==> src/design/tms_pkg.sv <==
`timescale 1ns / 1ps
// ----------------------------------------------------------------------------
// Turing machine step core package
// Shared field widths, codes, rule entry layout and the search response.
// ----------------------------------------------------------------------------
package tms_pkg;

  localparam int ActW     = 3;
  localparam int SlotW    = 6;
  localparam int StateW   = 4;
  localparam int SymW     = 8;
  localparam int MoveW    = 2;
  localparam int PosW     = 8;
  localparam int StatW    = 3;
  localparam int CfgIdxW  = 2;
  localparam int CfgDataW = 8;

  localparam int RuleSlotsDef  = 64;
  localparam int TapeCellsDef  = 256;
  localparam int StateCountDef = 16;

  localparam logic [SymW-1:0]   BlankSym        = 8'h20;
  localparam logic [StateW-1:0] ResetStartState = 4'd0;
  localparam logic [StateW-1:0] ResetHaltState  = 4'd14;
  localparam logic [PosW-1:0]   ResetStartHead  = 8'd1;

  typedef enum logic [ActW-1:0] {
    ACT_LOAD    = 3'd0,
    ACT_WRITE   = 3'd1,
    ACT_STEP    = 3'd2,
    ACT_READ    = 3'd3,
    ACT_RESTART = 3'd4
  } action_e;

  typedef enum logic [StatW-1:0] {
    ST_OK       = 3'd0,
    ST_HALTED   = 3'd1,
    ST_NO_RULE  = 3'd2,
    ST_BAD_MOVE = 3'd3,
    ST_OFF_TAPE = 3'd4
  } status_e;

  typedef enum logic [MoveW-1:0] {
    MOVE_STAY  = 2'd0,
    MOVE_RIGHT = 2'd1,
    MOVE_LEFT  = 2'd2,
    MOVE_BAD   = 2'd3
  } move_e;

  typedef enum logic [CfgIdxW-1:0] {
    CFG_START_STATE = 2'd0,
    CFG_HALT_STATE  = 2'd1,
    CFG_START_HEAD  = 2'd2
  } cfg_idx_e;

  typedef enum logic [2:0] {
    S_CLEAR,
    S_IDLE,
    S_EXEC,
    S_SEARCH,
    S_FETCH,
    S_FWAIT
  } tms_state_e;

  typedef struct packed {
    logic              valid;
    logic [StateW-1:0] st;
    logic [SymW-1:0]   rd;
    logic [SymW-1:0]   wr;
    move_e             mv;
    logic [StateW-1:0] nx;
  } rule_t;

  typedef struct packed {
    logic  done;
    logic  hit;
    rule_t rule;
  } srch_rsp_t;

  // Only the cells that an 8-bit position can reach are ever stored.
  function automatic int tape_span(int cells);
    return (cells < (1 << PosW)) ? cells : (1 << PosW);
  endfunction

endpackage

==> src/design/tms_tape_unit.sv <==
`timescale 1ns / 1ps
// ----------------------------------------------------------------------------
// Tape store
// Single write port and a registered read port over the reachable cells.
// ----------------------------------------------------------------------------
module tms_tape_unit #(
  parameter int TAPE_CELLS = tms_pkg::TapeCellsDef
) (
  input  logic                                           clk_i,
  input  logic                                           wr_en_i,
  input  logic [$clog2(tms_pkg::tape_span(TAPE_CELLS))-1:0] wr_addr_i,
  input  logic [tms_pkg::SymW-1:0]                       wr_data_i,
  input  logic                                           rd_en_i,
  input  logic [$clog2(tms_pkg::tape_span(TAPE_CELLS))-1:0] rd_addr_i,
  output logic [tms_pkg::SymW-1:0]                       rd_data_o
);
  import tms_pkg::*;

  localparam int TapeSpan = tape_span(TAPE_CELLS);

  logic [SymW-1:0] mem_q [TapeSpan];
  logic [SymW-1:0] rd_data_q;

  always_ff @(posedge clk_i) begin
    if (wr_en_i) begin
      mem_q[wr_addr_i] <= wr_data_i;
    end
    if (rd_en_i) begin
      rd_data_q <= mem_q[rd_addr_i];
    end
  end

  assign rd_data_o = rd_data_q;

endmodule

==> src/design/tms_rule_unit.sv <==
`timescale 1ns / 1ps
// ----------------------------------------------------------------------------
// Rule table and search engine
// Holds the rule table and scans it one slot per cycle in slot order,
// stopping at the first valid entry that matches state and symbol.
// ----------------------------------------------------------------------------
module tms_rule_unit #(
  parameter int RULE_SLOTS = tms_pkg::RuleSlotsDef
) (
  input  logic                              clk_i,
  input  logic                              rst_ni,
  input  logic                              wr_en_i,
  input  logic [$clog2(RULE_SLOTS)-1:0]     wr_addr_i,
  input  tms_pkg::rule_t                    wr_data_i,
  input  logic                              start_i,
  input  logic [tms_pkg::StateW-1:0]        cur_state_i,
  input  logic [tms_pkg::SymW-1:0]          sym_i,
  output tms_pkg::srch_rsp_t                rsp_o
);
  import tms_pkg::*;

  localparam int RiW = $clog2(RULE_SLOTS);

  rule_t          mem_q [RULE_SLOTS];
  rule_t          rd_data_q;
  logic [RiW-1:0] iss_q, iss_d;
  logic           issue_q, issue_d;
  logic           cmpv_q, cmpv_d;
  logic           last_q, last_d;
  logic           iss_last;
  logic           match;
  logic           done;
  logic           rd_en;

  assign iss_last = (iss_q == RiW'(RULE_SLOTS - 1));
  assign match    = cmpv_q && rd_data_q.valid && (rd_data_q.st == cur_state_i) &&
                    (rd_data_q.rd == sym_i);
  assign done     = cmpv_q && (match || last_q);
  assign rd_en    = issue_q && !done;

  always_ff @(posedge clk_i) begin
    if (wr_en_i) begin
      mem_q[wr_addr_i] <= wr_data_i;
    end
    if (rd_en) begin
      rd_data_q <= mem_q[iss_q];
    end
  end

  always_comb begin
    iss_d   = iss_q;
    issue_d = issue_q;
    cmpv_d  = 1'b0;
    last_d  = 1'b0;
    if (start_i) begin
      iss_d   = '0;
      issue_d = 1'b1;
    end else if (done) begin
      issue_d = 1'b0;
    end else if (issue_q) begin
      cmpv_d = 1'b1;
      last_d = iss_last;
      if (iss_last) begin
        issue_d = 1'b0;
      end else begin
        iss_d = iss_q + RiW'(1);
      end
    end
  end

  always_ff @(posedge clk_i or negedge rst_ni) begin
    if (!rst_ni) begin
      iss_q   <= '0;
      issue_q <= 1'b0;
      cmpv_q  <= 1'b0;
      last_q  <= 1'b0;
    end else begin
      iss_q   <= iss_d;
      issue_q <= issue_d;
      cmpv_q  <= cmpv_d;
      last_q  <= last_d;
    end
  end

  assign rsp_o.done = done;
  assign rsp_o.hit  = match;
  assign rsp_o.rule = rd_data_q;

endmodule

==> src/design/turing_machine_step_core.sv <==
`timescale 1ns / 1ps
// ----------------------------------------------------------------------------
// Turing machine step core
// Single-tape Turing machine with a loadable rule table and a tape store.
// ----------------------------------------------------------------------------
// Items arrive on the input channel (in_valid_i / in_ready_o) and each gives
// exactly one result beat on the output channel (out_valid_o / out_ready_i).
// Configuration writes use their own channel and are always taken.
// One item is worked on at a time. A load, tape write, tape read or restart
// passes through the execute, fetch and fetch-wait states to its result, and
// the block is ready for the next item in the same cycle as that result. A step
// scans the rule table one slot per cycle through the single read port of the
// rule memory, then on a hit fetches the symbol under the new head position.
// A step that finds no rule or fails its move skips that fetch.
// A finished result waits in the output register while the next item is
// taken; the following result is held back until the receiver takes the
// waiting beat, and no result is lost when the receiver stalls.
// After reset the block sweeps both memories, invalidating every rule and
// filling every stored tape cell with blanks; no item is taken during that
// sweep.
// ----------------------------------------------------------------------------
module turing_machine_step_core #(
  parameter int RULE_SLOTS  = tms_pkg::RuleSlotsDef,
  parameter int TAPE_CELLS  = tms_pkg::TapeCellsDef,
  parameter int STATE_COUNT = tms_pkg::StateCountDef
) (
  input  logic                            clk_i,
  input  logic                            rst_ni,
  input  logic                            cfg_valid_i,
  output logic                            cfg_ready_o,
  input  logic [tms_pkg::CfgIdxW-1:0]     cfg_index_i,
  input  logic [tms_pkg::CfgDataW-1:0]    cfg_data_i,
  input  logic                            in_valid_i,
  output logic                            in_ready_o,
  input  logic [tms_pkg::ActW-1:0]        action_i,
  input  logic [tms_pkg::SlotW-1:0]       rule_slot_i,
  input  logic [tms_pkg::StateW-1:0]      rule_state_i,
  input  logic [tms_pkg::SymW-1:0]        rule_read_i,
  input  logic [tms_pkg::SymW-1:0]        rule_write_i,
  input  logic [tms_pkg::MoveW-1:0]       rule_move_i,
  input  logic [tms_pkg::StateW-1:0]      rule_next_i,
  input  logic                            rule_enable_i,
  input  logic [tms_pkg::PosW-1:0]        cell_position_i,
  input  logic [tms_pkg::SymW-1:0]        cell_symbol_i,
  output logic                            out_valid_o,
  input  logic                            out_ready_i,
  output logic [tms_pkg::StatW-1:0]       status_o,
  output logic [tms_pkg::StateW-1:0]      machine_state_o,
  output logic [tms_pkg::PosW-1:0]        head_position_o,
  output logic [tms_pkg::SymW-1:0]        read_symbol_o
);
  import tms_pkg::*;

  localparam int TapeSpan = tape_span(TAPE_CELLS);
  localparam int TaW      = $clog2(TapeSpan);
  localparam int RiW      = $clog2(RULE_SLOTS);
  localparam int ClearLen = (RULE_SLOTS > TapeSpan) ? RULE_SLOTS : TapeSpan;
  localparam int ClrW     = $clog2(ClearLen);
  localparam int PosCmpW  = PosW + 1;
  localparam int SlotCmpW = ((RiW > SlotW) ? RiW : SlotW) + 1;
  localparam int StCmpW   = (($clog2(STATE_COUNT + 1) > StateW) ?
                             $clog2(STATE_COUNT + 1) : StateW) + 1;

  tms_state_e        state_q, state_d;
  logic [ClrW-1:0]   clr_q, clr_d;
  logic [StateW-1:0] cur_q, cur_d;
  logic [PosW-1:0]   head_q, head_d;
  logic [PosW-1:0]   addr_q, addr_d;
  status_e           status_q, status_d;
  logic [StateW-1:0] start_state_q, halt_state_q;
  logic [PosW-1:0]   start_head_q;

  logic [ActW-1:0]   act_q;
  logic [SlotW-1:0]  slot_q;
  logic [StateW-1:0] rst_q;
  logic [SymW-1:0]   rrd_q, rwr_q;
  logic [MoveW-1:0]  rmv_q;
  logic [StateW-1:0] rnx_q;
  logic              ren_q;
  logic [PosW-1:0]   cell_q;
  logic [SymW-1:0]   csym_q;

  logic              out_valid_q, out_valid_d;
  logic              out_load;
  status_e           out_status_q;
  logic [StateW-1:0] out_state_q;
  logic [PosW-1:0]   out_head_q;
  logic [SymW-1:0]   out_sym_q, out_sym_d;

  logic              tw_en, tr_en, rw_en, srch_start;
  logic [PosW-1:0]   tw_pos, tr_pos;
  logic [SymW-1:0]   tw_data;
  logic [TaW-1:0]    tw_addr;
  logic [SymW-1:0]   tape_rdata;
  logic [RiW-1:0]    rw_addr;
  rule_t             rw_data;
  srch_rsp_t         srch_rsp;
  logic              clr_rule, clr_tape, clr_last;
  logic              head_in, head_r_in, cell_in, addr_in, tw_in_span, load_ok;
  logic [PosW-1:0]   head_r, head_l;

  assign clr_rule   = {1'b0, clr_q} < (ClrW + 1)'(RULE_SLOTS);
  assign clr_tape   = {1'b0, clr_q} < (ClrW + 1)'(TapeSpan);
  assign clr_last   = (clr_q == ClrW'(ClearLen - 1));
  assign head_in    = {1'b0, head_q} < PosCmpW'(TapeSpan);
  assign head_r_in  = ({1'b0, head_q} + PosCmpW'(1)) < PosCmpW'(TapeSpan);
  assign cell_in    = {1'b0, cell_q} < PosCmpW'(TapeSpan);
  assign addr_in    = {1'b0, addr_q} < PosCmpW'(TapeSpan);
  assign tw_in_span = {1'b0, tw_pos} < PosCmpW'(TapeSpan);
  assign head_r     = head_q + PosW'(1);
  assign head_l     = head_q - PosW'(1);
  assign load_ok    = (SlotCmpW'(slot_q) < SlotCmpW'(RULE_SLOTS)) &&
                      (StCmpW'(rst_q) < StCmpW'(STATE_COUNT)) &&
                      (StCmpW'(rnx_q) < StCmpW'(STATE_COUNT));
  assign tw_addr    = (state_q == S_CLEAR) ? clr_q[TaW-1:0] : TaW'(tw_pos);

  always_comb begin
    state_d     = state_q;
    clr_d       = clr_q;
    cur_d       = cur_q;
    head_d      = head_q;
    addr_d      = addr_q;
    status_d    = status_q;
    in_ready_o  = 1'b0;
    tw_en       = 1'b0;
    tw_pos      = head_q;
    tw_data     = BlankSym;
    tr_en       = 1'b0;
    tr_pos      = addr_q;
    rw_en       = 1'b0;
    rw_addr     = RiW'(slot_q);
    rw_data     = '{valid: ren_q, st: rst_q, rd: rrd_q, wr: rwr_q,
                    mv: move_e'(rmv_q), nx: rnx_q};
    srch_start  = 1'b0;
    out_load    = 1'b0;
    out_sym_d   = addr_in ? tape_rdata : '0;
    out_valid_d = out_valid_q && !out_ready_i;
    case (state_q)
      S_CLEAR: begin
        rw_en   = clr_rule;
        rw_addr = clr_q[RiW-1:0];
        rw_data = '0;
        tw_en   = clr_tape;
        clr_d   = clr_q + ClrW'(1);
        if (clr_last) begin
          state_d = S_IDLE;
        end
      end
      S_IDLE: begin
        in_ready_o = 1'b1;
        if (in_valid_i) begin
          state_d = S_EXEC;
        end
      end
      S_EXEC: begin
        addr_d   = head_q;
        status_d = ST_OK;
        state_d  = S_FETCH;
        case (action_e'(act_q))
          ACT_LOAD: begin
            rw_en = load_ok;
          end
          ACT_WRITE: begin
            addr_d  = cell_q;
            tw_pos  = cell_q;
            tw_data = csym_q;
            tw_en   = cell_in;
            if (!cell_in) begin
              status_d = ST_OFF_TAPE;
            end
          end
          ACT_READ: begin
            addr_d = cell_q;
            if (!cell_in) begin
              status_d = ST_OFF_TAPE;
            end
          end
          ACT_RESTART: begin
            cur_d  = start_state_q;
            head_d = start_head_q;
            addr_d = start_head_q;
          end
          ACT_STEP: begin
            if (cur_q == halt_state_q) begin
              status_d = ST_HALTED;
            end else if (!head_in) begin
              status_d = ST_OFF_TAPE;
            end else begin
              tr_en      = 1'b1;
              tr_pos     = head_q;
              srch_start = 1'b1;
              state_d    = S_SEARCH;
            end
          end
          default: begin
          end
        endcase
      end
      S_SEARCH: begin
        tw_data = srch_rsp.rule.wr;
        if (srch_rsp.done) begin
          state_d = S_FWAIT;
          if (!srch_rsp.hit) begin
            status_d = ST_NO_RULE;
          end else begin
            case (srch_rsp.rule.mv)
              MOVE_RIGHT: begin
                if (!head_r_in) begin
                  status_d = ST_OFF_TAPE;
                end else begin
                  tw_en   = 1'b1;
                  head_d  = head_r;
                  addr_d  = head_r;
                  cur_d   = srch_rsp.rule.nx;
                  state_d = S_FETCH;
                end
              end
              MOVE_LEFT: begin
                if (head_q == '0) begin
                  status_d = ST_OFF_TAPE;
                end else begin
                  tw_en   = 1'b1;
                  head_d  = head_l;
                  addr_d  = head_l;
                  cur_d   = srch_rsp.rule.nx;
                  state_d = S_FETCH;
                end
              end
              MOVE_STAY: begin
                tw_en   = 1'b1;
                cur_d   = srch_rsp.rule.nx;
                state_d = S_FETCH;
              end
              default: begin
                status_d = ST_BAD_MOVE;
              end
            endcase
          end
        end
      end
      S_FETCH: begin
        tr_en   = 1'b1;
        state_d = S_FWAIT;
      end
      S_FWAIT: begin
        if (!out_valid_q || out_ready_i) begin
          out_load    = 1'b1;
          out_valid_d = 1'b1;
          state_d     = S_IDLE;
        end
      end
      default: begin
        state_d = S_IDLE;
      end
    endcase
  end

  always_ff @(posedge clk_i or negedge rst_ni) begin
    if (!rst_ni) begin
      state_q     <= S_CLEAR;
      clr_q       <= '0;
      cur_q       <= ResetStartState;
      head_q      <= ResetStartHead;
      addr_q      <= '0;
      status_q    <= ST_OK;
      out_valid_q <= 1'b0;
    end else begin
      state_q     <= state_d;
      clr_q       <= clr_d;
      cur_q       <= cur_d;
      head_q      <= head_d;
      addr_q      <= addr_d;
      status_q    <= status_d;
      out_valid_q <= out_valid_d;
    end
  end

  always_ff @(posedge clk_i or negedge rst_ni) begin
    if (!rst_ni) begin
      start_state_q <= ResetStartState;
      halt_state_q  <= ResetHaltState;
      start_head_q  <= ResetStartHead;
    end else if (cfg_valid_i) begin
      case (cfg_idx_e'(cfg_index_i))
        CFG_START_STATE: start_state_q <= cfg_data_i[StateW-1:0];
        CFG_HALT_STATE:  halt_state_q  <= cfg_data_i[StateW-1:0];
        CFG_START_HEAD:  start_head_q  <= cfg_data_i[PosW-1:0];
        default: begin
        end
      endcase
    end
  end

  always_ff @(posedge clk_i) begin
    if (in_valid_i && in_ready_o) begin
      act_q  <= action_i;
      slot_q <= rule_slot_i;
      rst_q  <= rule_state_i;
      rrd_q  <= rule_read_i;
      rwr_q  <= rule_write_i;
      rmv_q  <= rule_move_i;
      rnx_q  <= rule_next_i;
      ren_q  <= rule_enable_i;
      cell_q <= cell_position_i;
      csym_q <= cell_symbol_i;
    end
    if (out_load) begin
      out_status_q <= status_q;
      out_state_q  <= cur_q;
      out_head_q   <= head_q;
      out_sym_q    <= out_sym_d;
    end
  end

  tms_rule_unit #(
    .RULE_SLOTS (RULE_SLOTS)
  ) u_rule (
    .clk_i       (clk_i),
    .rst_ni      (rst_ni),
    .wr_en_i     (rw_en),
    .wr_addr_i   (rw_addr),
    .wr_data_i   (rw_data),
    .start_i     (srch_start),
    .cur_state_i (cur_q),
    .sym_i       (tape_rdata),
    .rsp_o       (srch_rsp)
  );

  tms_tape_unit #(
    .TAPE_CELLS (TAPE_CELLS)
  ) u_tape (
    .clk_i     (clk_i),
    .wr_en_i   (tw_en),
    .wr_addr_i (tw_addr),
    .wr_data_i (tw_data),
    .rd_en_i   (tr_en),
    .rd_addr_i (TaW'(tr_pos)),
    .rd_data_o (tape_rdata)
  );

  assign cfg_ready_o     = 1'b1;
  assign out_valid_o     = out_valid_q;
  assign status_o        = out_status_q;
  assign machine_state_o = out_state_q;
  assign head_position_o = out_head_q;
  assign read_symbol_o   = out_sym_q;

  // The rule search only finishes while the sequencer waits for it.
  assert property (@(posedge clk_i) disable iff (!rst_ni)
    srch_rsp.done |-> (state_q == S_SEARCH))
    else $error("rule search finished outside the search phase");

  // A new result beat only follows the final read of an item.
  assert property (@(posedge clk_i) disable iff (!rst_ni)
    $rose(out_valid_o) |-> ($past(state_q) == S_FWAIT))
    else $error("result beat raised without a completed item");

  // Outside the clearing sweep the tape is only written inside its span.
  assert property (@(posedge clk_i) disable iff (!rst_ni)
    (tw_en && (state_q != S_CLEAR)) |-> tw_in_span)
    else $error("tape write outside the stored cells");

  // The head moves only on a restart or a completed step.
  assert property (@(posedge clk_i) disable iff (!rst_ni)
    !$stable(head_q) |-> ($past(state_q) == S_EXEC || $past(state_q) == S_SEARCH))
    else $error("head position changed outside an item");

endmodule
==> config.mk <==
export PLATFORM = sky130hd
export DESIGN_NAME = turing_machine_step_core
export DESIGN_NICKNAME = d
export VERILOG_FILES = /design/src/design/tms_pkg.sv /design/src/design/tms_tape_unit.sv /design/src/design/tms_rule_unit.sv /design/src/design/turing_machine_step_core.sv
export SDC_FILE = /design/constraint.sdc
export NUM_CORES = 2
export LEC_CHECK = 0
export ABC_AREA = 1
export BUFFER_PORTS_ARGS = -buffer_cell sky130_fd_sc_hd__buf_2
export CAP_MARGIN = 20
export CORE_MARGIN = 2
export CORE_UTILIZATION = 50
export CTS_CLUSTER_DIAMETER = 50
export DETAILED_ROUTE_END_ITERATION = 8
export GPL_ROUTABILITY_DRIVEN = 0
export PLACE_DENSITY = 0.63
export SLEW_MARGIN = 20
export SYNTH_ARGS = -nofsm -noshare
export SYNTH_HDL_FRONTEND = slang
export SYNTH_HIERARCHICAL = 1
export SYNTH_SLANG_ARGS = --single-unit
==> constraint.sdc <==
create_clock -name clk_i -period 5.7 [get_ports clk_i]
set_input_delay 0.285 -clock clk_i [delete_from_list [all_inputs] [get_ports clk_i]]
set_output_delay 0.285 -clock clk_i [all_outputs]
set_load 0.05 [all_outputs]
==> impl_metrics.env <==
export IMPL_combPwrFrac=0.002
export IMPL_slew_headroom=0.208
export IMPL_multiInputGateArea_mm2=0.0384
export IMPL_rsz0062_at_grt="false"
export IMPL_finalSetupViolCount=0
export IMPL_hold_slack_ns=0.0351
export IMPL_grt_pass1_vias=103067
export IMPL_clk_pin_slew_worst_paths_ns=0.06
export IMPL_grtUsageTotal=0.276
export IMPL_synth_seq_cells=3946
export IMPL_worst_pin_slew_ns=1.19
export IMPL_die_w_um=571
export IMPL_row_count=208
export IMPL_clockPowerShare=0.464
export IMPL_dieArea_mm2=0.326
export IMPL_die_y_um=571
export IMPL_switchingPower_mw=11.6
export IMPL_p_sw_frac=0.197
export IMPL_setup_worst_path_class="reg2reg"
export IMPL_crit_chain="xor2_1, nor2_1, nand2_1, nand3_2, buf_4, nand2_1, o21ai_4, buf_12, buf_12, nand2_1, nand3_1, nand3_1, nand3_1, nand3_1, nand3_1, nand3_1, nand2_1, nand2_1, nand2_1"
export IMPL_synth_area_leader_cell="edfxtp_1"
export IMPL_yosysSeqAreaShare=0.736
export IMPL_via_per_inst=5.87
export IMPL_clkLatencyLatePin_ns=0.98
export IMPL_first_pass_iters=7
export IMPL_yosysTopAreaCellShare=0.726
export IMPL_start_kind="register"
export IMPL_critPathSlowestCell="dfstp_2"
export IMPL_r2r_setup_slack_ns=0.73
export IMPL_portBuffers=91
export IMPL_initial_core_util=0.502
export IMPL_cpPeakStageDelay_ns=0.54
export IMPL_vias=108211
export IMPL_critPathRequiredTime_ns=6.52
export IMPL_finalInstanceArea_mm2=0.182
export IMPL_drc=0
export IMPL_synth_warnings=6
export IMPL_synth_area_leaders="edfxtp_1, nand3_1, nand2_1"
export IMPL_drv_cap=0
export IMPL_fin_crit_ns=4.97
export IMPL_r2r_start="halt_state_q[2]"
export IMPL_root_buffer="clkbuf_16"
export IMPL_area_growth_pct=13.1
export IMPL_initialDrtViolationCount=13213
export IMPL_grt_pass1_wl_um=672000
export IMPL_ios=93
export IMPL_cts_buffers=426
export IMPL_post_dp_cell_area_mm2=0.167
export IMPL_tns_ns=0
export IMPL_clock_skew_ns=0.110
export IMPL_ir_worst_vdd_v=0.000378
export IMPL_register_area_mm2=0.118
export IMPL_power_mw=58.9
export IMPL_clock_sinks=3946
export IMPL_detail_route_antenna_nets=0
export IMPL_max_freq_ghz=0.201
export IMPL_postCtsSetupBuffers=0
export IMPL_worstRegToRegCells=19
export IMPL_hold_class="in2async"
export IMPL_worstPathMaxFanout=176
export IMPL_antenna_found_initial=10
export IMPL_grt_overflow=0
export IMPL_netlist_cell_type_count=45
export IMPL_h_tree_depth=5
export IMPL_synth_nets=13755
export IMPL_hpwl_um=259000
export IMPL_nets=13860
export IMPL_powerDensity_mw_per_mm2=324
export IMPL_pwr_share_seq=0.534
export IMPL_core_area_mm2=0.320
export IMPL_grt_max_degree=187
export IMPL_totalWireLength_um=458000
export IMPL_outcome="finished, final reports clean"
export IMPL_avgSynthCellArea_um2=11.7
export IMPL_fin_cells=18447
export IMPL_cp_arrival_ns=5.80
export IMPL_final_max_slew_viol_count=0
export IMPL_p_leak_nw=64.0
export IMPL_period_share=0.872
export IMPL_cts_tree="done"
export IMPL_endpoint_kind="register"
export IMPL_synthCells=13675
export IMPL_place_inst=17552
export IMPL_hold_viol_final=0
export IMPL_wl_per_cell_um=24.8
export IMPL_synth_cell_area_mm2=0.161
export IMPL_nFillCells=25564
export IMPL_drive_above_1_share=0.0874
export IMPL_rr_endpoint="u_tape/rd_data_o[3]"
export IMPL_clock_path_buffers=4
export IMPL_intPower_mw=47.3
placed cells by master, fill, tap and decap left out, types with 10 or more instances in the layout:
master / Yosys / routed
nand3_1: 3488 / 3488
clkbuf_1: 253 / 81
nand4_1: 15 / 15
dfrtp_1: 55 / 50
buf_4: 52 / 295
clkinv_1: 1 / 75
edfxtp_1: 3886 / 3886
buf_12: 0 / 66
nand2_1: 4533 / 4533
buf_2: 465 / 91
clkinv_4: 0 / 11
dlygate4sd3_1: 0 / 103
o211ai_1: 28 / 28
o21ai_0: 56 / 47
bufinv_16: 0 / 42
xor2_1: 12 / 12
clkbuf_16: 0 / 429
a21oi_1: 41 / 41
nor2_4: 2 / 89
clkinv_8: 0 / 10
inv_6: 0 / 20
clkinvlp_4: 0 / 30
nor2_1: 424 / 333
ha_1: 12 / 12
nor3_1: 14 / 12
clkinv_2: 0 / 75
inv_1: 167 / 164
cell families (layout without fill, tap and decap cells):
kind of cell | Yosys count | count (layout) | share of synthesized area
flops | 3946 | 3946 | 0.736
simple gates | 8499 | 8499 | 0.227
fa+ha+maj | 13 | 13 | 0.00106
mux | 3 | 3 | 0.000210
xor+xnor | 17 | 17 | 0.000927
other cells | 1 | 7 | 0.0000233
buf+inv | 1058 | 1519 | 0.0304
compound gates | 138 | 138 | 0.00499
how the worst max path moves through the flow:
stage / from / endpoint / slack, ns / depth (start not counted)
2_1_floorplan: state_q[2] / u_tape/mem_q[0][0] / 0.47 / 7
3_3_place_gp: halt_state_q[1] / u_tape/rd_data_o[7] / 0.96 / 19
3_5_place_dp: act_q[2] / u_tape/rd_data_o[4] / 0.93 / 19
4_1_cts: act_q[2] / u_tape/rd_data_o[2] / 0.93 / 19
5_1_grt: act_q[2] / u_tape/rd_data_o[3] / 0.57 / 20
6_report: halt_state_q[2] / u_tape/rd_data_o[3] / 0.73 / 19
critical path: cells and delay by family, from the launching register on:
| family | cells | cell delay, ns |
|---|---|---|
| flip-flops | 1 | 0.54 |
| AO/OA/AOI/OAI | 1 | 0.20 |
| buffers and inverters | 3 | 1.05 |
| XOR/XNOR | 1 | 0.08 |
| AND/OR/NAND/NOR | 14 | 2.54 |
registers in the layout, summed over array words and instances (netlist names), 8 cells and up:
register / cells
head_position_o: 8
read_symbol_o: 8
u_tape/mem_q: 2048
cell_q: 8
addr_q: 8
rwr_q: 8
u_rule/rsp_o: 27
csym_q: 8
start_head_q: 8
u_tape/rd_data_o: 8
clr_q: 8
head_q: 8
rrd_q: 8
u_rule/mem_q: 1728
synthesized netlist by cell type (all sizes together):
library cell and count:
fa 1, dfrtp 55, xnor2 5, and2 2
nand4 15, and3 1, o22a 1, a21oi 41
a21o 1, edfxtp 3886, o211ai 28, inv 177
xor2 12, clkinv 1, dfstp 5, nand3 3491
ha 12, nor3 15, buf 627, or2 3
o21ai 58, a22o 7, nand2 4538, mux2 3
a32o 1, nor4 1, conb 1, nand3b 4
nor2 429, clkbuf 253, a41oi 1
routing by layer:
layer / global-route usage / vias to the layer above / routed length, um
li1: - / 48430 / -
met1: 0.370 / 53159 / 176000
met2: 0.441 / 5615 / 216000
met3: 0.0453 / 1001 / 41400
met4: 0.134 / 6 / 24400
met5: 0 / - / 44
layout make-up:
cell class / count / share of cell area
sequential: 3946 / 0.651
antenna: 6 / 0.0000826
inverter: 178 / 0.00402
multi-input combinational: 8671 / 0.211
clock inverter: 272 / 0.0155
tap: 4305 / 0.0296
clock buffer: 512 / 0.0609
timing repair buffer: 557 / 0.0279
timing repair:
| action | 4_1_cts | 5_1_grt |
|---|---|---|
| hold buffers | 103 | 0 |
| resized for setup | 0 | 0 |
| hold endpoints to repair | 131 | 0 |
stage by stage:
step | util | worst slack [ns]
6_report | 0.567 | 0.728
5_1_grt | 0.567 | 0.569
4_1_cts | 0.567 | 0.935
3_5_place_dp | 0.520 | 0.927
3_3_place_gp | 0.520 | 0.963
2_1_floorplan | - | 0.472
power groups by stage:
stage | Sequential (mW) | Clock, mW | Combinational, mW
floorplan | 32.0 | 0 | 0.0265
global placement | 32.0 | 0 | 0.0768
detailed placement | 32.0 | 0 | 0.0768
CTS | 31.4 | 27.6 | 0.136
global route | 31.4 | 28.7 | 0.153
finish | 31.4 | 27.3 | 0.144
Note: power is estimated with default switching activity, not from simulation.
